==> src/rtl/core/riffavi_pkg.sv <==
// Package with tag constants, status codes and widths of the RIFF/AVI fourcc probe.
`default_nettype none

package riffavi_pkg;

    localparam logic [31:0] TAG_RIFF = 32'h5249_4646;
    localparam logic [31:0] TAG_AVI  = 32'h4156_4920;
    localparam logic [31:0] TAG_LIST = 32'h4C49_5354;
    localparam logic [31:0] TAG_HDRL = 32'h6864_726C;
    localparam logic [31:0] TAG_STRL = 32'h7374_726C;
    localparam logic [31:0] TAG_STRF = 32'h7374_7266;
    localparam logic [31:0] TAG_STRH = 32'h7374_7268;
    localparam logic [31:0] TAG_IAVS = 32'h6961_7673;
    localparam logic [31:0] TAG_IVAS = 32'h6976_6173;
    localparam logic [31:0] STRF_OFFSET = 32'd16;

    localparam int CODE_W   = 32;
    localparam int STATUS_W = 2;
    localparam int M_DATA_W = 40;

    typedef enum logic [STATUS_W-1:0] {
        ST_FOUND    = 2'd0,
        ST_NOT_RIFF = 2'd1,
        ST_NOT_AVI  = 2'd2,
        ST_NO_CODE  = 2'd3
    } status_t;

endpackage

`default_nettype wire

==> src/rtl/core/riff_avi_fourcc_probe_unit.sv <==
// Top level of the RIFF/AVI fourcc probe: byte-wise chunk walker with a two-deep result buffer.
`default_nettype none

// Takes a RIFF/AVI file one byte per beat (s_tlast on the final byte) and returns one
// result beat per file: the codec fourcc of the video stream, or a status for a bad
// header or an end of file without a fourcc. Every byte is handled in the cycle it is
// accepted, so the block sustains one byte per clock while the skid register is empty;
// the only limit is the result side, where an output register plus a skid register let
// bytes keep flowing while one result waits. Bytes after the answer are dropped until
// s_tlast, which rearms the parser. m_tdata: [31:0] found_code, [33:32] status, [39:34] zero.
module riff_avi_fourcc_probe_unit (
    input  wire logic        aclk,
    input  wire logic        aresetn,
    input  wire logic        s_tvalid,
    output logic             s_tready,
    input  wire logic [7:0]  s_tdata,   // [7:0] data_byte
    input  wire logic        s_tlast,   // last_byte
    output logic             m_tvalid,
    input  wire logic        m_tready,
    output logic [riffavi_pkg::M_DATA_W-1:0] m_tdata  // found_code, status, zero pad
);

    typedef enum logic [3:0] {
        PH_RIFF      = 4'd0,
        PH_FSIZE     = 4'd1,
        PH_FORM      = 4'd2,
        PH_TAG       = 4'd3,
        PH_SIZE      = 4'd4,
        PH_SUBTAG    = 4'd5,
        PH_STRHTYPE  = 4'd6,
        PH_CODE      = 4'd7,
        PH_SKIP_TAG  = 4'd8,
        PH_SKIP_CODE = 4'd9,
        PH_DONE      = 4'd10
    } phase_t;

    phase_t      phase_reg,  phase_next;
    logic [1:0]  index_reg,  index_next;
    logic [31:0] gather_reg, gather_next;
    logic [31:0] tag_reg,    tag_next;
    logic [31:0] size_reg,   size_next;
    logic [31:0] skip_reg,   skip_next;
    logic        answer_reg, answer_next;

    logic                  out_valid_reg;
    logic [riffavi_pkg::M_DATA_W-1:0] out_data_reg;
    logic                  skid_valid_reg;
    logic [riffavi_pkg::M_DATA_W-1:0] skid_data_reg;

    logic        accept;
    logic        drain;
    logic        word_phase;
    logic        full;
    logic [31:0] gathered;
    logic [31:0] size_skip;
    logic [31:0] body_skip;
    logic        emit;
    logic [31:0] emit_code;
    riffavi_pkg::status_t emit_status;
    logic [riffavi_pkg::M_DATA_W-1:0] emit_data;

    assign accept   = s_tvalid && s_tready;
    assign drain    = out_valid_reg && m_tready;
    assign s_tready = !skid_valid_reg;
    assign m_tvalid = out_valid_reg;
    assign m_tdata  = out_data_reg;

    assign word_phase = (phase_reg <= PH_CODE);
    assign full       = word_phase && (index_reg == 2'd3);
    assign gathered   = (phase_reg == PH_SIZE) ? {s_tdata, gather_reg[31:8]}
                                               : {gather_reg[23:0], s_tdata};
    assign size_skip  = gathered + {31'd0, gathered[0]};
    assign body_skip  = size_reg + {31'd0, size_reg[0]} - 32'd4;

    always_comb begin
        phase_next  = phase_reg;
        index_next  = index_reg;
        gather_next = gather_reg;
        tag_next    = tag_reg;
        size_next   = size_reg;
        skip_next   = skip_reg;
        answer_next = answer_reg;
        emit        = 1'b0;
        emit_code   = '0;
        emit_status = riffavi_pkg::ST_FOUND;

        if (word_phase) begin
            index_next  = index_reg + 2'd1;
            gather_next = gathered;
        end

        if (full) begin
            gather_next = '0;
            unique case (phase_reg)
                PH_RIFF: begin
                    if (gathered != riffavi_pkg::TAG_RIFF) begin
                        emit        = 1'b1;
                        emit_status = riffavi_pkg::ST_NOT_RIFF;
                    end else begin
                        phase_next = PH_FSIZE;
                    end
                end
                PH_FSIZE: phase_next = PH_FORM;
                PH_FORM: begin
                    if (gathered != riffavi_pkg::TAG_AVI) begin
                        emit        = 1'b1;
                        emit_status = riffavi_pkg::ST_NOT_AVI;
                    end else begin
                        phase_next = PH_TAG;
                    end
                end
                PH_TAG: begin
                    tag_next   = gathered;
                    phase_next = PH_SIZE;
                end
                PH_SIZE: begin
                    size_next = gathered;
                    if (tag_reg == riffavi_pkg::TAG_LIST) begin
                        phase_next = PH_SUBTAG;
                    end else if (tag_reg == riffavi_pkg::TAG_STRF) begin
                        skip_next  = riffavi_pkg::STRF_OFFSET;
                        phase_next = PH_SKIP_CODE;
                    end else if (tag_reg == riffavi_pkg::TAG_STRH) begin
                        phase_next = PH_STRHTYPE;
                    end else if (size_skip == '0) begin
                        phase_next = PH_TAG;
                    end else begin
                        skip_next  = size_skip;
                        phase_next = PH_SKIP_TAG;
                    end
                end
                PH_SUBTAG, PH_STRHTYPE: begin
                    if ((phase_reg == PH_SUBTAG) &&
                        (gathered == riffavi_pkg::TAG_HDRL ||
                         gathered == riffavi_pkg::TAG_STRL)) begin
                        phase_next = PH_TAG;
                    end else if ((phase_reg == PH_STRHTYPE) &&
                                 (gathered == riffavi_pkg::TAG_IAVS ||
                                  gathered == riffavi_pkg::TAG_IVAS)) begin
                        phase_next = PH_CODE;
                    end else if (body_skip == '0) begin
                        phase_next = PH_TAG;
                    end else begin
                        skip_next  = body_skip;
                        phase_next = PH_SKIP_TAG;
                    end
                end
                PH_CODE: begin
                    emit      = 1'b1;
                    emit_code = gathered;
                end
                default: ;
            endcase
        end else if (phase_reg == PH_SKIP_TAG || phase_reg == PH_SKIP_CODE) begin
            skip_next = skip_reg - 32'd1;
            if (skip_reg == 32'd1) begin
                phase_next = (phase_reg == PH_SKIP_CODE) ? PH_CODE : PH_TAG;
            end
        end

        if (emit) begin
            answer_next = 1'b1;
            phase_next  = PH_DONE;
        end else if (s_tlast && !answer_reg) begin
            emit = 1'b1;
            if (phase_reg == PH_RIFF) begin
                emit_status = riffavi_pkg::ST_NOT_RIFF;
            end else if (phase_reg == PH_FSIZE || phase_reg == PH_FORM) begin
                emit_status = riffavi_pkg::ST_NOT_AVI;
            end else begin
                emit_status = riffavi_pkg::ST_NO_CODE;
            end
        end

        if (s_tlast) begin
            phase_next  = PH_RIFF;
            index_next  = '0;
            gather_next = '0;
            tag_next    = '0;
            size_next   = '0;
            skip_next   = '0;
            answer_next = 1'b0;
        end
    end

    assign emit_data = {{(riffavi_pkg::M_DATA_W - riffavi_pkg::CODE_W
                          - riffavi_pkg::STATUS_W){1'b0}},
                        emit_status, emit_code};

    always_ff @(posedge aclk) begin
        if (!aresetn) begin
            phase_reg  <= PH_RIFF;
            index_reg  <= '0;
            gather_reg <= '0;
            tag_reg    <= '0;
            size_reg   <= '0;
            skip_reg   <= '0;
            answer_reg <= 1'b0;
        end else if (accept) begin
            phase_reg  <= phase_next;
            index_reg  <= index_next;
            gather_reg <= gather_next;
            tag_reg    <= tag_next;
            size_reg   <= size_next;
            skip_reg   <= skip_next;
            answer_reg <= answer_next;
        end
    end

    // output register with skid stage
    always_ff @(posedge aclk) begin
        if (!aresetn) begin
            out_valid_reg  <= 1'b0;
            skid_valid_reg <= 1'b0;
        end else if (skid_valid_reg) begin
            if (drain) begin
                out_data_reg   <= skid_data_reg;
                skid_valid_reg <= 1'b0;
            end
        end else if (accept && emit) begin
            if (!out_valid_reg || drain) begin
                out_data_reg  <= emit_data;
                out_valid_reg <= 1'b1;
            end else begin
                skid_data_reg  <= emit_data;
                skid_valid_reg <= 1'b1;
            end
        end else if (drain) begin
            out_valid_reg <= 1'b0;
        end
    end

endmodule

`default_nettype wire

==> config.mk <==
export PLATFORM = sky130hd
export DESIGN_NAME = riff_avi_fourcc_probe_unit
export DESIGN_NICKNAME = d
export VERILOG_FILES = /design/src/rtl/core/riffavi_pkg.sv /design/src/rtl/core/riff_avi_fourcc_probe_unit.sv
export SDC_FILE = /design/constraint.sdc
export NUM_CORES = 1
export LEC_CHECK = 0
export ABC_AREA = 1
export BUFFER_PORTS_ARGS = -buffer_cell sky130_fd_sc_hd__clkbuf_2
export CORE_ASPECT_RATIO = 0.5
export CORE_MARGIN = 4
export CORE_UTILIZATION = 55
export DETAILED_ROUTE_END_ITERATION = 7
export GPL_ROUTABILITY_DRIVEN = 0
export PLACE_DENSITY = 0.72
export SLEW_MARGIN = 10
export SYNTH_ARGS = -nofsm -noshare
export SYNTH_HDL_FRONTEND = slang
export SYNTH_SLANG_ARGS = --single-unit
export TNS_END_PERCENT = 20
==> constraint.sdc <==
create_clock -name aclk -period 4.93 [get_ports aclk]
set_input_delay 0.986 -clock aclk [delete_from_list [all_inputs] [get_ports aclk]]
set_output_delay 0.986 -clock aclk [all_outputs]
set_load 0.005 [all_outputs]
==> reports/results.txt <==
CP peak stage delay - 0.58 ns
CTS tree - yes
first-pass GRT wire length - 64,000 µm
Setup Skew - 0.0143 ns
R2R depth - 19
post-CTS setup buffer count - 0
Synth Flop Type - dfxtp_1
met3 WL post-DR - 5600 µm
Most Frequent Cell on Critical Path - nand2_1
maxcap violations - 0
Antenna Cells - 0
Rel. slew slack - 30.6%
fin. max-slew vios - 0
CTS buffer count - 20
Yosys cell types - 52
Comb power frac - 13.7%
top sig layer - met4
wire per inst - 18.4 µm
synthesized instance count - 1,869
Area after DPL - 12,900 µm²
Die H - 115 µm
Initial Util - 57.0%
DIE WIDTH - 222 µm
via/cell ratio - 5.94
Worst Hold End - gather_reg[28]
Max Fclk - 220 MHz
Post-CTS Hold Fix Bufs - 0
RSZ-0062 raised after global routing - no
outcome - completed
critical path data required time - 5.38 ns
largest vdd supply drop - 0.195 mV
PD cells - 304 nW/µm²
CTS Sinks - 205
clock share of power - 42.1%
FF-to-FF setup slack - 0.39 ns
Max stage delay cell, worst path - dfxtp_1
final net count - 1,899
DP Wirelength - 29,500 µm
ys async rst share - 0%
origin of the critical flop-to-flop path - phase_reg[3]
crit end category - flop
Buffers on Ports - 48
commonest non-fill, non-tap cell in the layout - nand2_1
met2 WL - 16,200 µm
DRC Markers - 0
CORE AREA - 22,000 µm²
post-CTS sizing - 0
standard-cell rows - 38
fin crit period - 4.54 ns
routed wire length - 40,300 µm
syn_area_per_cell - 6.71 µm²
fin crit share - 92.1%
M1 WL - 17,200 µm
Reg-to-Reg End - skip_reg[28]
largest net degree at the start of global routing - 83
I/O Pins - 55
Hold Path Depth - 2
post-route insts no fill - 2,192
Max Root-Sink Buffers - 3
final hold vios - 0
Hold Path Class - flop to flop
via count - 13,027
share of layout cells above drive strength 1 - 9.57%
Seq cells post-synth - 205
global-route total usage across every layer - 31.1%
DR iter-0 viols - 2,105
synth warn - 0
EDFF count, synth - 68
cell leakage power - 0.00556 µW
hold path start - gather_reg[28]
crit path DAT - 4.99 ns
Die ar. - 25,400 µm²
Tot Pwr - 4160 µW
initial antenna violation count - 0
type of origin of the critical path - flop
commonest non-fill, non-tap cells in the layout - nand2_1, nor2_1, inv_1
Syn Std Cell Area - 12,500 µm²
critical-path cell list - nor2_8, nand2_4, nand2_1, nand2_1, ha_1, inv_1, nor2_4, nand2_1, nor2_2, nand2_1, xor2_1, nand3_1, nor2_2, nand4_2, nand3_4, nand2_4, o21ai_0, nand2_1, nor2_1
largest fanout on the critical path - 53
P&R area growth vs syn - 8.84%
clock-pin slew on the worst setup and hold paths - 0.07 ns
Seq/Total Area, Yosys - 38.2%
H-tree levels - 1
final setup TNS - 0 ns
cell count after placement - 2,158
Reg power frac - 44.2%
first-pass iteration count of the detailed router - 8
cell-internal power - 3040 µW
Antenna Nets Post-Route - 0
switch share - 27.0%
clock root cell - clkbuf_16
vias in the first global route - 11,855
final instance area - 13,600 µm²
Worst-Margin Slew - 1.03 ns
Worst Setup Path Type - flop to flop
number of setup violations in the final report - 0
Clk Latency, worst-skew pair - 0.52 ns
final design utilization - 62.0%
gr ovfl total - 0
sw power - 1120 µW
-- final cells by class --
type | instances | area (µm²)
Clock buffer | 25 | 561
Fill cell | 2076 | 8360
Sequential cell | 205 | 4780
Timing Repair Buffer | 67 | 383
Tap cell | 300 | 375
Clock inverter | 9 | 173
Inverter | 163 | 612
Multi-Input combinational cell | 1423 | 6760
-- synth_stat cells (all sizes together) (5+ instances only) --
master,number,area (µm²)
o22ai,8,50.1
xor2,28,245
nand4,30,194
o21ai,126,642
nor4,16,106
a21oi,149,746
o221ai,7,61.3
edfxtp,68,2040
a211oi,5,37.5
clkbuf,54,203
nand3,110,593
dfxtp,137,2740
nand2,590,2340
nor2,268,1110
inv,161,604
xnor2,10,87.6
buf,29,235
nor3,31,160
ha,6,75.1
-- worst max path at each step --
stage                 start           end  depth (start not counted)
6_report       phase_reg[3]  skip_reg[28]                         19
5_1_grt        phase_reg[3]   skip_reg[0]                         19
4_1_cts        phase_reg[3]  skip_reg[31]                         19
3_5_place_dp   phase_reg[3]  skip_reg[28]                         19
3_3_place_gp   phase_reg[3]  skip_reg[23]                         19
2_1_floorplan    s_tdata[7]    m_tdata[0]                         12
-- stage by stage --
| stage | hold WS, ns | worst slack [ns] |
|---|---|---|
| floorplan | 0.430 | 0.984 |
| global placement | 0.445 | 0.727 |
| detailed placement | 0.461 | 0.625 |
| CTS | 0.471 | 0.568 |
| global route | 0.503 | 0.143 |
| finish | 0.468 | 0.391 |
-- layer usage --
metal / vias up / GRT usage, %
met5: - / 0
met3: 133 / 10.1
li1: 6128 / -
met1: 5959 / 43.9
met2: 807 / 46.4
met4: 0 / 8.26
-- power by group through the flow --
stage / combinational [µW] / sequential, µW / clock, µW
2_1_floorplan: 413 / 1860 / 0
3_3_place_gp: 539 / 1870 / 0
3_5_place_dp: 547 / 1870 / 0
4_1_cts: 551 / 1840 / 1760
5_1_grt: 631 / 1840 / 1850
6_report: 570 / 1840 / 1750
-- worst max-delay path, delay by kind of cell (launching register included) --
kind            cells  cell delay (ns)
simple gates       15             2.77
xor+xnor            1             0.35
fa+ha+maj           1             0.32
buf+inv             1             0.14
compound gates      1             0.26
flops               1             0.58
-- logic make-up after synthesis --
kind of cell,Yosys count,synth area share (%)
and+or+nand+nor,1053,36.3
xor gates and xnor gates,38,2.65
other,1,0.0299
DFF,205,38.2
AOI/OAI and AO/OA,320,13.8
buffers and inverters,246,8.37
adders and majority gates,6,0.599
No activity file was read; power rests on OpenSTA's default activity.
